$ cat src/design/max_heap_delete_max_unit_assert.svh
// Assertion macros shared by the heap unit; empty when synthesized.
`ifndef MAX_HEAP_DELETE_MAX_UNIT_ASSERT_SVH
`define MAX_HEAP_DELETE_MAX_UNIT_ASSERT_SVH
`ifndef SYNTHESIS
// Condition a must hold in the same cycle as b.
`define MHDM_ASSERT_IMPLIES(label, clk, rst_n, a, b) \
    label: assert property (@(posedge clk) disable iff (!rst_n) (a) |-> (b)) \
        else $error("heap unit check failed");
// Condition a must be followed by b in the next cycle.
`define MHDM_ASSERT_NEXT(label, clk, rst_n, a, b) \
    label: assert property (@(posedge clk) disable iff (!rst_n) (a) |=> (b)) \
        else $error("heap unit check failed");
`else
`define MHDM_ASSERT_IMPLIES(label, clk, rst_n, a, b)
`define MHDM_ASSERT_NEXT(label, clk, rst_n, a, b)
`endif
`endif

$ cat src/design/mhdm_pkg.sv
// Shared types, sizes and helpers of the max-heap delete-max unit.
`timescale 1ns / 1ps
package mhdm_pkg;

    // Store size and derived widths.
    localparam int HEAP_DEPTH  = 128;
    localparam int ADDR_W      = $clog2(HEAP_DEPTH);
    localparam int CNT_W       = $clog2(HEAP_DEPTH + 1);
    localparam int PTR_W       = CNT_W + 1;
    localparam int DATA_W      = 32;
    localparam int QUEUE_DEPTH = 2;

    // Operation carried by an input item.
    typedef enum logic {
        OP_LOAD   = 1'b0,
        OP_DELETE = 1'b1
    } op_t;

    // Status returned with each result item.
    typedef enum logic [1:0] {
        ST_OK    = 2'd0,
        ST_EMPTY = 2'd1,
        ST_FULL  = 2'd2
    } status_t;

    // Decoded command passed from the front to the back.
    typedef struct packed {
        op_t                      op;
        logic signed [DATA_W-1:0] value;
    } cmd_t;

    // One result item.
    typedef struct packed {
        logic [7:0]               count_after;
        status_t                  status;
        logic signed [DATA_W-1:0] value;
    } res_t;

    // Back-end status seen by the top level.
    typedef struct packed {
        logic             busy;
        logic [CNT_W-1:0] count;
    } back_stat_t;

    // Low eight bits of an element count.
    function automatic logic [7:0] to_count8(input logic [CNT_W-1:0] c);
        logic [CNT_W+7:0] w;
        w = {8'b0, c};
        return w[7:0];
    endfunction

endpackage

$ cat src/design/mhdm_queue.sv
// Short command queue between the front and the back.
`timescale 1ns / 1ps
module mhdm_queue
    import mhdm_pkg::*;
(
    input  logic clk,
    input  logic rst_n,
    input  logic in_valid,
    output logic in_ready,
    input  cmd_t in_cmd,
    output logic out_valid,
    input  logic out_ready,
    output cmd_t out_cmd
);

    localparam int QP_W = (QUEUE_DEPTH > 1) ? $clog2(QUEUE_DEPTH) : 1;
    localparam int QC_W = $clog2(QUEUE_DEPTH + 1);

    cmd_t              slot_reg [QUEUE_DEPTH];
    logic [QP_W-1:0]   wr_ptr_reg;
    logic [QP_W-1:0]   wr_ptr_next;
    logic [QP_W-1:0]   rd_ptr_reg;
    logic [QP_W-1:0]   rd_ptr_next;
    logic [QC_W-1:0]   fill_reg;
    logic [QC_W-1:0]   fill_next;
    logic              push;
    logic              pop;

    assign in_ready  = (fill_reg != QC_W'(QUEUE_DEPTH));
    assign out_valid = (fill_reg != '0);
    assign out_cmd   = slot_reg[rd_ptr_reg];
    assign push      = in_valid && in_ready;
    assign pop       = out_valid && out_ready;

    // Pointer and fill bookkeeping with wrap at the queue depth.
    always_comb
    begin
        wr_ptr_next = wr_ptr_reg;
        rd_ptr_next = rd_ptr_reg;
        fill_next   = fill_reg;
        if (push)
        begin
            wr_ptr_next = (wr_ptr_reg == QP_W'(QUEUE_DEPTH - 1)) ? '0 : wr_ptr_reg + 1'b1;
        end
        if (pop)
        begin
            rd_ptr_next = (rd_ptr_reg == QP_W'(QUEUE_DEPTH - 1)) ? '0 : rd_ptr_reg + 1'b1;
        end
        if (push && !pop)
        begin
            fill_next = fill_reg + 1'b1;
        end
        else if (pop && !push)
        begin
            fill_next = fill_reg - 1'b1;
        end
    end

    always_ff @(posedge clk or negedge rst_n)
    begin
        if (!rst_n)
        begin
            wr_ptr_reg <= '0;
            rd_ptr_reg <= '0;
            fill_reg   <= '0;
        end
        else
        begin
            wr_ptr_reg <= wr_ptr_next;
            rd_ptr_reg <= rd_ptr_next;
            fill_reg   <= fill_next;
        end
    end

    // Entry storage.
    always_ff @(posedge clk)
    begin
        if (push)
        begin
            slot_reg[wr_ptr_reg] <= in_cmd;
        end
    end

endmodule

$ cat config.mk
export PLATFORM = sky130hd
export DESIGN_NAME = mhdm_queue
export DESIGN_NICKNAME = d
export VERILOG_FILES = /design/src/design/max_heap_delete_max_unit_assert.svh /design/src/design/mhdm_pkg.sv /design/src/design/mhdm_queue.sv
export SDC_FILE = /design/constraint.sdc
export NUM_CORES = 1
export LEC_CHECK = 0
export BUFFER_PORTS_ARGS = -buffer_cell sky130_fd_sc_hd__buf_2
export CORE_ASPECT_RATIO = 1.2
export CORE_MARGIN = 1
export CORE_UTILIZATION = 35
export CTS_BUF_LIST = sky130_fd_sc_hd__clkbuf_8
export DETAILED_ROUTE_END_ITERATION = 16
export GPL_ROUTABILITY_DRIVEN = 0
export PLACE_DENSITY = 0.67
export SYNTH_ARGS = -nofsm -noshare
export SYNTH_HDL_FRONTEND = slang
export SYNTH_SLANG_ARGS = --single-unit
$ cat constraint.sdc
create_clock -name clk -period 5.3 [get_ports clk]
set_input_delay 1.06 -clock clk [delete_from_list [all_inputs] [get_ports clk]]
set_output_delay 1.06 -clock clk [all_outputs]
set_load 0.05 [all_outputs]
==> results.md, run 1 <==
* Status: completed
* Vias at between 1000 and 1500
* Share of layout cells above drive strength 1 at 0.601
* Final setup viols at 0
* Fillers at 670
* Clock Power Share at 0.204
* Slew Limit Fails at 0
* Site Rows at 34
* CORE AREA at around 7400 um2
* Worst IR Drop VDD at 0.481 mV
* Reg2Reg Launch Point: fill_reg[0]$_DFFE_PN0P_
* Mapped cell area at roughly 2700 um2
* Crit. End Element: primary output
* Worst-path cell chain: mux2_2, buf_2
* Final Hold Vio Count at 0
* Clock Pin Slew Worst Setup and Hold Paths at roughly 70 ps
* Max FO, Critical Path at 34
* Tightest Hold Check Type: reg -> reg
* Max Buffers Root-to-Sink at 2
* Iteration count of the initial detailed-routing pass at 4
* Top cell type's share of synthesized area at 0.727
* Register area at 2080 um2
* Tcrit/Tclk final at 0.585
* Final Worst Setup Slack at 2200 ps
* Largest area contributor in the netlist: edfxtp_1
* Upper clock frequency limit at between 0.3 and 0.4 GHz
* Total CTS buffers at 9
* Mapped Nets at approximately 160
* Synth Area per Inst at around 23 um2
* Crit start category: register
* DR WL/cell at about 14 um
* First-pass GRT wire length at 6180 um
* ANT cells at 0
* DRT iter0 DRCs at 42
* Worst-skew pair later-pin latency at 340 ps
* Resized cells post-CTS at 0
* Final instance area at between 3000 and 4000 um2
* Clock sinks at 70
* Max cap viols at 0
* Register area share after synthesis at 0.763
* Placed Area at roughly 3100 um2
* Synth cell types at 15
* Initial antenna violation count at 0
* RSZ-0062 raised after global routing: false
* Drc violations at 0
* Power share of the combinational group at 0.406
* Tmin final at 3100 ps
* Via density at 4.51
* Ys Warns at 0
* Number of global-route vias before repair at 1385
* Initial Util at 0.368
* WP data arrival at approximately 2000 ps
* H-tree Lvls at 3
* Yosys reg bits at 70
* Critical Path Start: rd_ptr_reg$_DFFE_PN0P_
* Clock Skew at roughly 11 ps
* Die height at just under 100 um
* Max incr delay on CP at 1070 ps
* Buffers on Ports at just over 70
* Hold_buf cts at 0
* Hold_sp: fill_reg[1]$_DFFE_PN0P_
* IO Count at slightly above 70
* CTS tree: yes
* Total gr overflow at 0
* WL final at just over 4000 um
* Post-CTS Setup Bufs at 0
* Leak at 0.00135 uW
* All-layer global routing usage at 0.108
* Largest net degree at the start of global routing at 35
* Slew HR at 0.301
* Dominant cells by area after synthesis: edfxtp_1, mux2_4, dfrtp_1
* Die ar. at roughly 8000 um2
* Die width at a little over 80 um
* Actual slew at the worst max-slew pin at ~1000 ps
* Fin nets at 237
* Routed Antenna Nets at 0
* Int Pwr at 1330 uW
* Area grow syn2layout at 22.6%
* Reg power frac at 0.390
* Worst Setup Path Type: reg -> out
* Cells after Synth at 121
* Critical Path RT at 4240 ps
* Area of the multi-input gates at a little under 600 um2
* TNS Setup at 0 ps
* Slowest CP cell: dfrtp_2
* Switching share of power at 0.401
* Switching power at 890 uW
* Placement Setup Slack at 2510 ps
* Largest register FFs at between 60 and 70
* Pwr dens at 663 nW/um2
* Clk root buf: clkbuf_8
==> cell type report <==
| cell class | count | area share |
|---|---|---|
| Inverter | 1 | 0.00112 |
| Tap cell | 90 | 0.0337 |
| Multi-Input combinational cell | 46 | 0.173 |
| Sequential cell | 70 | 0.623 |
| Timing Repair Buffer | 71 | 0.106 |
| Clock inverter | 6 | 0.0258 |
| Clock buffer | 9 | 0.0370 |
==> cells in the mapped netlist <==
cell	n
mux2_2	4
nand2_1	2
or2_1	1
xor2_1	2
nor2_1	2
ha_1	1
buf_12	3
xnor2_1	3
edfxtp_1	66
buf_6	1
inv_1	1
mux2_4	29
and3_1	1
nand2b_1	1
dfrtp_1	4
==> worst max-delay path: cells and delay by family, from the launching register on <==
| family | cells | cell delay (ps) |
|---|---|---|
| DFF | 1 | 1070 |
| muxes | 1 | 420 |
| buffers and inverters | 1 | 210 |
==> path summary, 6_finish.rpt <==
check                           slack (ps)  cells past startpoint                         to
worst max-delay path                  2200                      2                out_cmd[12]
worst min-delay path                   490                      1    fill_reg[1]$_DFFE_PN0P_
worst max register to register        3440                      3  slot_reg[0][19]$_DFFE_PP_
worst min register to register         490                      1    fill_reg[1]$_DFFE_PN0P_
max in group asynchronous             4650                      1     rd_ptr_reg$_DFFE_PN0P_
min in group asynchronous              520                      1    fill_reg[1]$_DFFE_PN0P_
==> power by group through the flow <==
stage / logic, uW / registers (uW) / clock network (uW)
after floorplan: 860 / 802 / 0
after global placement: 910 / 879 / 0
after detailed placement: 912 / 883 / 0
after CTS: 913 / 871 / 465
after global routing: 953 / 883 / 485
final: 901 / 865 / 452
==> per-layer routing <==
layer | part of all wire | routed length (um) | up-vias | track usage
met4 | 0.031 | 127 | 0 | 0.0650
met2 | 0.50 | 2050 | 47 | 0.184
met1 | 0.40 | 1640 | 644 | 0.110
li1 | - | - | 620 | -
met3 | 0.060 | 243 | 11 | 0.0389
met5 | 0 | 0 | - | 0
==> through the flow <==
step	std cells	hold slack, ps	total power [uW]	util
floorplan	121	456	1660	-
global placement	278	474	1790	0.423
detailed placement	278	477	1800	0.423
CTS	293	493	2250	0.452
global route	293	501	2320	0.452
finish	293	491	2220	0.452
==> logic make-up (layout without fill, tap and decap cells) <==
kind of cell,Yosys count,after routing,synth area share
DFF,70,70,0.763
adders and majority gates,1,1,0.00459
xor gates and xnor gates,5,5,0.0161
buffers and inverters,5,87,0.0275
muxes,33,33,0.176
and+or+nand+nor,7,7,0.0124
==> cell usage in the layout, fill, tap and decap left out <==
cell type   count
nand2_1         2
nor2_1          1
nor2_4          1
ha_1            1
mux2_4         29
buf_2          71
edfxtp_1       66
dfrtp_1         3
clkinv_2        2
inv_1           1
clkinvlp_4      1
or2_1           1
dfrtp_2         1
inv_6           1
xnor2_1         3
mux2_2          4
clkbuf_8        9
and3_2          1
bufinv_16       2
nand2b_1        1
xor2_1          2
No activity file was read; power rests on OpenSTA's default activity.
==> run 2: changes to the inputs <==
==> constraint.sdc (replaced) <==
create_clock -name clk -period 3 [get_ports clk]
set_input_delay 0.6 -clock clk [delete_from_list [all_inputs] [get_ports clk]]
set_output_delay 0.6 -clock clk [all_outputs]
set_load 0.05 [all_outputs]
==> results.md, run 2 (synthesized netlist as in run 1, its figures left out) <==
* RSZ-0062 raised after global routing: false
* Drc violations at 0
* TNS Setup at 0 ps
* Worst hold slack at 72.6 ps
* Die ar. at approximately 8000 um2
* Max Buffers Root-to-Sink at 2
* Final Non-Filler Cells at 297
* Tmin final at between 2000 and 2500 ps
* R2R setup slack at roughly 1300 ps
* Area grow syn2layout at 24.4%
* Final setup viols at 0
* WP data arrival at 1840 ps
* Initial antenna violation count at 0
* DRT iter0 DRCs at 42
* IO Count at 72
* Max FO, Critical Path at 15
* Critical Path Start: rd_ptr_reg$_DFFE_PN0P_
* Crit. End Element: primary output
* CTS tree: yes
* Upper clock frequency limit at approximately 0.4 GHz
* Die height at 98.7 um
* Total gr overflow at 0
* Clock Skew at around 4.4 ps
* Number of global-route vias before repair at 1401
* H-tree Lvls at 3
* CORE AREA at approximately 7400 um2
* Post-CTS Setup Bufs at 0
* Leak at approximately 0.0014 uW
* Worst IR Drop VDD at roughly 0.72 mV
* Die width at ~83 um
* Critical Path RT at between 2000 and 2500 ps
* Clk root buf: clkbuf_8
* Crit start category: register
* Most frequent cells in the layout: buf_2, edfxtp_1, mux2_4
* Worst-skew pair later-pin latency at around 330 ps
* All-layer global routing usage at 0.112
* Total CTS buffers at 9
* Largest net degree at the start of global routing at 34
* Worst Setup Path Type: reg -> out
* Actual slew at the worst max-slew pin at around 800 ps
* Clock sinks at 70
* DP HPWL at roughly 2900 um
* Slew Limit Fails at 0
* Tcrit/Tclk final at 0.813
* Vias at about 1300
* Routed Antenna Nets at 0
* Largest register FFs at 66
* Pwr dens at approximately 1200 nW/um2
* ANT cells at 0
* Final Hold Vio Count at 0
* Max cap viols at 0
* Clock Pin Slew Worst Setup and Hold Paths at ~70 ps
* Via density at approximately 4.5
* DR WL/cell at approximately 14 um
* Iteration count of the initial detailed-routing pass at 4
* Reg2Reg Launch Point: fill_reg[0]$_DFFE_PN0P_
* Hold_buf cts at 0
* Site Rows at 34
* Resized cells post-CTS at 0
* Buffers on Ports at 71
* Fin nets at 240
* Most common cell after layout, fill and taps aside: buf_2
* Slew HR at 0.465
* Placed cell count at between 200 and 300
* First-pass GRT wire length at approximately 6300 um
* Initial Util at 0.368
* Status: completed
* WL final at around 4200 um
* Tightest Hold Check Type: in -> async
* Share of layout cells above drive strength 1 at 0.604
## run 2: changes by cell type in the layout (fill, tap and decap cells not counted)
cell / change
clkinvlp_4: -1
inv_6: -1
clkinv_4: +1
bufinv_16: +1
clkinv_1: +1
buf_4: +3
## run 2: worst paths after layout
path / end / cells past startpoint
worst min register to register: fill_reg[1]$_DFFE_PN0P_ / 1
worst max-delay path: out_cmd[17] / 3
min in group clk: slot_reg[0][11]$_DFFE_PP_ / 1
worst min-delay path: fill_reg[1]$_DFFE_PN0P_ / 1
worst max register to register: slot_reg[1][29]$_DFFE_PP_ / 2
max in group asynchronous: rd_ptr_reg$_DFFE_PN0P_ / 1
## run 2: cell type report
| cell class | count | area, um2 |
|---|---|---|
| fill | 680 | 4010 |
| sequential | 70 | 2080 |
| multi-input combinational | 46 | 579 |
| timing repair buffer | 74 | 378 |
| clock buffer | 9 | 124 |
| clock inverter | 7 | 113 |
| tap | 90 | 113 |
| inverter | 1 | 3.75 |
## run 2: power breakdown
part	internal (uW)	switching (uW)
Clock	548	328
Sequential	1340	119
Combinational	549	1130
## run 2: per-stage QoR
stage	utilization	power, uW	setup WS (ps)	instance area, um2
2_1_floorplan	-	2940	111	2730
3_3_place_gp	0.426	3160	864	3160
3_5_place_dp	0.426	3180	880	3160
4_1_cts	0.458	4070	506	3390
5_1_grt	0.458	4190	471	3390
6_report	0.458	4010	560	3390
## run 2: critical path: stages, from the launching register on
cell     delay [ps]
dfrtp_2         640
buf_4           290
mux2_2          360
buf_2           210
## run 2: metal layers
metal	routed length, um	GRT usage	share of wire	vias to the layer above
met1	1580	0.110	0.38	659
li1	-	-	-	625
met3	178	0.0250	0.042	7
met5	0	0	0	-
met2	2370	0.200	0.56	44
met4	78	0.0836	0.019	0
