[src/design/max_heap_delete_max_unit_assert.svh]
// Assertion macros shared by the heap unit; empty when synthesized.
`ifndef MAX_HEAP_DELETE_MAX_UNIT_ASSERT_SVH
`define MAX_HEAP_DELETE_MAX_UNIT_ASSERT_SVH
`ifndef SYNTHESIS
// Condition a must hold in the same cycle as b.
`define MHDM_ASSERT_IMPLIES(label, clk, rst_n, a, b) \
    label: assert property (@(posedge clk) disable iff (!rst_n) (a) |-> (b)) \
        else $error("heap unit check failed");
// Condition a must be followed by b in the next cycle.
`define MHDM_ASSERT_NEXT(label, clk, rst_n, a, b) \
    label: assert property (@(posedge clk) disable iff (!rst_n) (a) |=> (b)) \
        else $error("heap unit check failed");
`else
`define MHDM_ASSERT_IMPLIES(label, clk, rst_n, a, b)
`define MHDM_ASSERT_NEXT(label, clk, rst_n, a, b)
`endif
`endif

[src/design/mhdm_pkg.sv]
// Shared types, sizes and helpers of the max-heap delete-max unit.
`timescale 1ns / 1ps
package mhdm_pkg;

    // Store size and derived widths.
    localparam int HEAP_DEPTH  = 128;
    localparam int ADDR_W      = $clog2(HEAP_DEPTH);
    localparam int CNT_W       = $clog2(HEAP_DEPTH + 1);
    localparam int PTR_W       = CNT_W + 1;
    localparam int DATA_W      = 32;
    localparam int QUEUE_DEPTH = 2;

    // Operation carried by an input item.
    typedef enum logic {
        OP_LOAD   = 1'b0,
        OP_DELETE = 1'b1
    } op_t;

    // Status returned with each result item.
    typedef enum logic [1:0] {
        ST_OK    = 2'd0,
        ST_EMPTY = 2'd1,
        ST_FULL  = 2'd2
    } status_t;

    // Decoded command passed from the front to the back.
    typedef struct packed {
        op_t                      op;
        logic signed [DATA_W-1:0] value;
    } cmd_t;

    // One result item.
    typedef struct packed {
        logic [7:0]               count_after;
        status_t                  status;
        logic signed [DATA_W-1:0] value;
    } res_t;

    // Back-end status seen by the top level.
    typedef struct packed {
        logic             busy;
        logic [CNT_W-1:0] count;
    } back_stat_t;

    // Low eight bits of an element count.
    function automatic logic [7:0] to_count8(input logic [CNT_W-1:0] c);
        logic [CNT_W+7:0] w;
        w = {8'b0, c};
        return w[7:0];
    endfunction

endpackage

[src/design/mhdm_front.sv]
// Input stage: accepts items and decodes them into commands.
`timescale 1ns / 1ps
module mhdm_front
    import mhdm_pkg::*;
(
    input  logic                clk,
    input  logic                rst_n,
    input  logic                s_axis_tvalid,
    output logic                s_axis_tready,
    input  logic [DATA_W-1:0]   s_axis_tdata,   // value
    input  logic                s_axis_tuser,   // opcode
    output logic                cmd_valid,
    input  logic                cmd_ready,
    output cmd_t                cmd
);

    logic hold_valid_reg;
    logic hold_valid_next;
    cmd_t cmd_reg;
    cmd_t cmd_next;
    logic accept;

    assign s_axis_tready = !hold_valid_reg || cmd_ready;
    assign accept        = s_axis_tvalid && s_axis_tready;
    assign cmd_valid     = hold_valid_reg;
    assign cmd           = cmd_reg;

    // Decode the opcode and keep the item until the queue takes it.
    always_comb
    begin
        hold_valid_next = hold_valid_reg;
        cmd_next        = cmd_reg;
        if (hold_valid_reg && cmd_ready)
        begin
            hold_valid_next = 1'b0;
        end
        if (accept)
        begin
            hold_valid_next = 1'b1;
            unique case (s_axis_tuser)
                1'b0:    cmd_next.op = OP_LOAD;
                default: cmd_next.op = OP_DELETE;
            endcase
            cmd_next.value = s_axis_tdata;
        end
    end

    always_ff @(posedge clk or negedge rst_n)
    begin
        if (!rst_n)
        begin
            hold_valid_reg <= 1'b0;
        end
        else
        begin
            hold_valid_reg <= hold_valid_next;
        end
    end

    always_ff @(posedge clk)
    begin
        cmd_reg <= cmd_next;
    end

endmodule

[config.mk]
export PLATFORM = sky130hd
export DESIGN_NAME = mhdm_front
export DESIGN_NICKNAME = d
export VERILOG_FILES = /design/src/design/max_heap_delete_max_unit_assert.svh /design/src/design/mhdm_pkg.sv /design/src/design/mhdm_front.sv
export SDC_FILE = /design/constraint.sdc
export NUM_CORES = 1
export LEC_CHECK = 0
export ABC_AREA = 1
export BUFFER_PORTS_ARGS = -buffer_cell sky130_fd_sc_hd__buf_4
export CAP_MARGIN = 20
export CELL_PAD_IN_SITES_DETAIL_PLACEMENT = 1
export CELL_PAD_IN_SITES_GLOBAL_PLACEMENT = 1
export CORE_MARGIN = 4
export CORE_UTILIZATION = 23
export CTS_BUF_LIST = sky130_fd_sc_hd__clkbuf_2 sky130_fd_sc_hd__clkbuf_4 sky130_fd_sc_hd__clkbuf_8
export CTS_CLUSTER_DIAMETER = 40
export DETAILED_ROUTE_END_ITERATION = 8
export GPL_TIMING_DRIVEN = 0
export PLACE_DENSITY = 0.67
export REMOVE_ABC_BUFFERS = 1
export SYNTH_ARGS = -nofsm -noshare
export SYNTH_HDL_FRONTEND = slang
export SYNTH_SLANG_ARGS = --single-unit
[constraint.sdc]
create_clock -name clk -period 2.5 [get_ports clk]
set_input_delay 0.125 -clock clk [delete_from_list [all_inputs] [get_ports clk]]
set_output_delay 0.125 -clock clk [all_outputs]
set_load 0.01 [all_outputs]
==> results of run 1 <==
final cells by class:
class	count	area, um2	share of cell area
multi-input cells	3	23.77	0.01303
well taps	52	65.06	0.03567
clock inverters	1	30.03	0.01646
flip-flops and latches	34	1016	0.5569
inverters	2	7.507	0.004115
repair buffers	77	598.1	0.3278
clock buffers	7	83.83	0.04595
power by group through the flow:
stage	Sequential, mW	Clock (mW)	Combinational (mW)
floorplan	0.702	0	0.0126
global placement	0.686	0	0.120
detailed placement	0.685	0	0.128
CTS	0.673	0.524	0.130
global route	0.675	0.547	0.143
finish	0.672	0.503	0.131
worst max-delay path by stage:
| stage | endpoint | from | slack, ns | cells past startpoint |
|---|---|---|---|---|
| after global routing | cmd[31] | cmd_valid | 0.91 | 2 |
| after global placement | cmd[4] | cmd_valid | -0.50 | 1 |
| after CTS | cmd[31] | cmd_valid | 0.96 | 2 |
| after detailed placement | cmd[30] | cmd_valid | 0.97 | 2 |
| after floorplan | cmd[0] | cmd_valid | -0.02 | 1 |
| final | cmd[31] | cmd_valid | 1.01 | 2 |
cells in the final DEF, fill, tap and decap left out:
cell	count
buf_4	71
edfxtp_1	33
clkbuf_8	5
dlygate4sd3_1	5
inv_1	2
nand2_1	2
clkbuf_4	2
a21oi_4	1
bufinv_16	1
dfrtp_1	1
buf_8	1
per-layer routing:
metal | GRT usage | vias to the layer above | part of all wire
met4 | 0.04150 | 0 | 0.014
li1 | - | 317 | -
met2 | 0.1441 | 47 | 0.53
met1 | 0.07895 | 312 | 0.30
met3 | 0.05207 | 6 | 0.15
met5 | 0 | - | 0
critical path: stages (launching register included):
cell and delay, ns:
dfrtp_1 0.43, a21oi_4 0.52, buf_8 0.25
cells by family after synthesis:
logic type / count (synthesis) / share of synthesized area
DFF: 34 / 0.9807
and+or+nand+nor: 2 / 0.007249
buffers and inverters: 2 / 0.007249
AOI/OAI and AO/OA: 1 / 0.004826
==> flow_summary_export.csv, run 1 <==
group,metric,value,unit
run_status,outcome,"finished clean",
worst_setup_path,required,2.48,ns
route,first_iter_violations,13,
placement,post-place-ws,0.9706,ns
worst_setup_path,rrSetupSlack,1.01,ns
yosys,synth_top_cell_area_share,0.9565,
placement,placed_cell_area,1660,um2
global_routing,track_usage,0.08448,
sta,rsz0062_at_grt,"no",
cells_and_area,largest_reg_flops,33,
route,wl_per_cell,13.36,um
sta,final-setup-viol-count,0,
floorplanning,num_io_pins,72,
worst_setup_path,critPathKind,"reg -> reg",
yosys,avgSynthCellArea,26.56,um2
sta,fmax,0.6702,GHz
sta,drv_slew,0,
yosys,synth_cells,39,
global_routing,grt_pass1_wl,3.387,mm
cts,cts_resized,0,
global_routing,grt_pass1_vias,735,
yosys,async_flop_share,0.02941,
yosys,syn_area,1036,um2
sta,max_slew_margin,0.6125,
worst_setup_path,r2r-end,"cmd[31]",
run,cap_viol_max_count,0,
yosys,synth-edff-count,33,
cts,clk_pin_slew,0.07,ns
yosys,synth-seq-cells,34,
route,wl,2.352,mm
global_routing,antenna_found_initial,0,
power_and_ir_drop,ir_drop,0.0003328,V
placement,place_inst,163,
yosys,synth_ff_type,"edfxtp_1",
cts,insertion_delay,0.28,ns
power_and_ir_drop,cell_internal_pwr,1.062,mW
cells_and_area,design_area,1824,um2
placement,dp_hpwl,1.885,mm
route,vias,682,
cts,cts_root_buf,"clkbuf_8",
global_routing,grt_max_degree,18,
route,dr.pass1.iters,2,
sta,worst_pin_slew,0.5800,ns
power_and_ir_drop,power,1.307,mW
cells_and_area,num_antenna_cells,0,
cts,post_cts_buffers,0,
floorplanning,coreArea,4354,um2
power_and_ir_drop,pwr-share-comb,0.101,
yosys,synthTopCellsByArea,"edfxtp_1, dfrtp_1, inv_1",
worst_setup_path,cp-start-kind,"register",
worst_hold_path,hp-class,"in -> reg",
yosys,synth_top_area_cell,"edfxtp_1",
yosys,synth_cell_types,5,
worst_hold_path,min_from,"s_axis_tdata[7]",
global_routing,grt-ovfl-total,0,
worst_setup_path,worst_r2r_path_depth,2,
cells_and_area,post-route-util,0.4190,
sta,period_share,0.5968,
cts,cts_made_buffers,5,
power_and_ir_drop,p_leak,0.7726,nW
cells_and_area,area_delta_synth_final,76.09,%
power_and_ir_drop,switching_share,0.1869,
cts,cts_tree,"yes",
cells_and_area,final_net_count,160,
power_and_ir_drop,pwr-share-seq,0.515,
cells_and_area,drive_gt1_frac,0.6532,
yosys,yosys_warnings,0,
cells_and_area,fin_cells,176,
worst_setup_path,crit_path_end_kind,"register",
worst_hold_path,min_path_cells,1,
route,post_drt_via_cell_ratio,3.875,
cts,cts.sink_count,34,
floorplanning,rows,24,
worst_setup_path,crit_path_max_fanout,17,
floorplanning,die_h,75.12,um
yosys,yosysMostFrequentCell,"edfxtp_1",
sta,finalCriticalPeriod,1.492,ns
sta,setup_tns,0,ns
sta,post-route-worst-setup-slack,1.008,ns
cts,cts_max_level,2,
power_and_ir_drop,p_switching,0.2442,mW
floorplanning,die_area,5642,um2
sta,hold_viol_final,0,
power_and_ir_drop,p_per_area,716.3,nW/um2
route,drc,0,
placement,port-buffer-count,71,
cts,hold_buffers,1,
yosys,netlist_top_cells_count,"edfxtp_1, inv_1, nand2_1",
power_and_ir_drop,clkPwrFrac,0.385,
worst_hold_path,min_to,"cmd[7]",
worst_setup_path,r2r-start,"cmd_valid",
cts,cts_buffer_depth,2,
route,drtAntennaViolNets,0,
worst_setup_path,cp.arrival,1.47,ns
yosys,ys_seq_area_frac,0.9807,
sta,finalClockSkew,0.008178,ns
cells_and_area,fill_cells,455,
sta,hold_slack,0.01601,ns
floorplanning,floorplan.initialDensity,0.2379,
floorplanning,die_x,75.12,um
placement,place.gp.congestion,0.6223,
No activity file was read; power rests on OpenSTA's default activity.
==> run 2: changes to the inputs <==
ABC_AREA = 0   (was 1)
PLACE_DENSITY = 0.65   (was 0.67)
clock period = 1.5 ns   (was 2.5 ns; I/O delays follow)
==> run 2 against run 1 <==
  * Clock-buffer cell count up 1
  * Combinational power up 110%
  * Clock power up 43%
  * Clock skew down 0.0057 ns
  * Largest cell class unchanged
  * Wire length up 25%
  * Non-clock buffer count up 29
  * Maximum frequency up 16%
  * Largest power group unchanged
  * Hold slack better by 0.060 ns
  * Area after synthesis up 0.85%
  * Critical path type unchanged
  * Design area up 15%
  * Core utilization up 5.8 points
==> flow_summary_export.csv, run 2 <==
group,metric,value,unit
run_status,outcome,"finished clean",
cells_and_area,num_antenna_cells,0,
floorplanning,die_x,75.40,um
floorplanning,num_io_pins,72,
route,first_iter_violations,33,
sta,finalCriticalPeriod,1.286,ns
yosys,synth_cells,37,
cts,post_cts_buffers,0,
power_and_ir_drop,ir_drop,0.0004007,V
cts,cts_tree,"yes",
sta,post-route-worst-setup-slack,0.2138,ns
yosys,ys_seq_area_frac,0.9725,
power_and_ir_drop,p_per_area,1015,nW/um2
worst_setup_path,crit_path_max_fanout,33,
cells_and_area,final_net_count,187,
floorplanning,floorplan.initialDensity,0.2383,
yosys,synth-edff-count,33,
cells_and_area,post-route-util,0.4769,
route,post_drt_via_cell_ratio,3.926,
yosys,syn_area,1045,um2
cts,clk_pin_slew,0.07,ns
route,wl,2.931,mm
yosys,yosys_warnings,0,
cts,cts_made_buffers,5,
sta,rsz0062_at_grt,"no",
yosys,synth_top_area_cell,"edfxtp_1",
global_routing,grt_pass1_vias,868,
worst_hold_path,hp-class,"in -> reg",
worst_setup_path,required,1.43,ns
route,dr.pass1.iters,3,
power_and_ir_drop,power,2.122,mW
sta,finalClockSkew,0.002499,ns
route,drtAntennaViolNets,0,
global_routing,grt_max_degree,34,
worst_setup_path,cp-start-kind,"register",
sta,worst_pin_slew,0.4280,ns
global_routing,track_usage,0.1058,
cells_and_area,mostFrequentLayoutCell,"buf_4",
cts,hold_buffers,35,
sta,period_share,0.8574,
worst_setup_path,critPathKind,"reg -> reg",
placement,port-buffer-count,71,
cts,cts.sink_count,34,
sta,final-setup-viol-count,0,
yosys,yosysMostFrequentCell,"edfxtp_1",
run,cap_viol_max_count,0,
worst_setup_path,crit_path_end_kind,"register",
cells_and_area,final_cell_mix,"buf_4, dlygate4sd3_1, edfxtp_1",
cts,cts_resized,0,
sta,drv_slew,0,
cts,cts_max_level,2,
sta,setup_tns,0,ns
yosys,synth_cell_types,5,
yosys,synth_ff_type,"edfxtp_1",
sta,max_slew_margin,0.7147,
global_routing,grt-ovfl-total,0,
yosys,synthTopCellsByArea,"edfxtp_1, dfrtp_1, nand2b_4",
cts,cts_root_buf,"clkbuf_8",
yosys,synth-seq-cells,34,
cts,cts_buffer_depth,2,
route,wl_per_cell,14.44,um
floorplanning,coreArea,4384,um2
yosys,avgSynthCellArea,28.24,um2
yosys,async_flop_share,0.02941,
sta,hold_viol_final,0,
placement,place.gp.congestion,0.6216,
yosys,netlist_top_cells_count,"edfxtp_1, and2_4, dfrtp_1, nand2b_1, nand2b_4",
floorplanning,rows,24,
cells_and_area,drive_gt1_frac,0.5364,
global_routing,grt_pass1_wl,4.188,mm
global_routing,antenna_found_initial,0,
cells_and_area,largest_reg_flops,33,
route,vias,797,
floorplanning,die_h,75.40,um
worst_setup_path,cp.arrival,1.22,ns
cells_and_area,area_delta_synth_final,100.1,%
floorplanning,die_area,5684,um2
power_and_ir_drop,p_leak,0.8803,nW
cts,insertion_delay,0.28,ns
yosys,synth_top_cell_area_share,0.9485,
placement,post-place-ws,0.2010,ns
route,drc,0,
sta,fmax,0.7775,GHz
## run 2: cell types whose count changed after synthesis, sizes merged
cell | previous run | this run
inv | 2 | 0
a21oi | 1 | 0
nand2b | 0 | 2
nand2 | 2 | 0
and2 | 0 | 1
## run 2: cells by family (layout without fill, tap and decap cells)
group,after synthesis,count (layout),share of synthesized area
AND/OR/NAND/NOR,3,3,0.02755
flip-flops,34,34,0.9725
buffers and inverters,0,114,0
## run 2: metal layers
layer / part of all wire / vias to the layer above / wire [um] / track usage
met5: 0 / - / 0 / 0
met4: 0.0051 / 0 / 15 / 0.03495
met3: 0.084 / 3 / 246 / 0.04485
met2: 0.59 / 43 / 1741 / 0.2052
met1: 0.32 / 381 / 928 / 0.09781
li1: - / 370 / - / -
## run 2: worst max-delay path: stages (launching register included)
cell and delay [ns]:
dfrtp_1 0.42, nand2b_4 0.09, and2_4 0.42
## run 2: report_power, final
group	total (mW)	internal, mW	switching [mW]
clock	0.720	0.410	0.309
sequential	1.12	1.11	0.0157
combinational	0.281	0.182	0.0997
total	2.12	1.70	0.425
## run 2: path summary, 6_finish.rpt
check / start / end / slack [ns] / depth (start not counted)
min reg2reg: cmd_valid / cmd_valid / 0.57 / 2
max reg2reg: cmd_valid / cmd[27] / 0.21 / 2
min in group asynchronous: rst_n / cmd_valid / 0.10 / 2
max in group asynchronous: rst_n / cmd_valid / 1.32 / 2
max: cmd_valid / cmd[27] / 0.21 / 2
min: cmd_ready / cmd_valid / 0.08 / 3
## run 2: final cells by class
| cell class | count | area [um2] |
|---|---|---|
| fillers | 441 | 2293 |
| repair buffers | 106 | 883.3 |
| multi-input cells | 3 | 28.78 |
| well taps | 52 | 65.06 |
| clock buffers | 8 | 97.59 |
| flip-flops and latches | 34 | 1016 |
## run 2: per-stage QoR
stage	hold slack [ns]	std cells	cell area [um2]
global placement	-0.1494	160	1643
CTS	0.06723	203	2091
floorplan	-0.2206	37	1045
global route	0.07737	203	2091
detailed placement	-0.1479	160	1643
finish	0.07637	203	2091
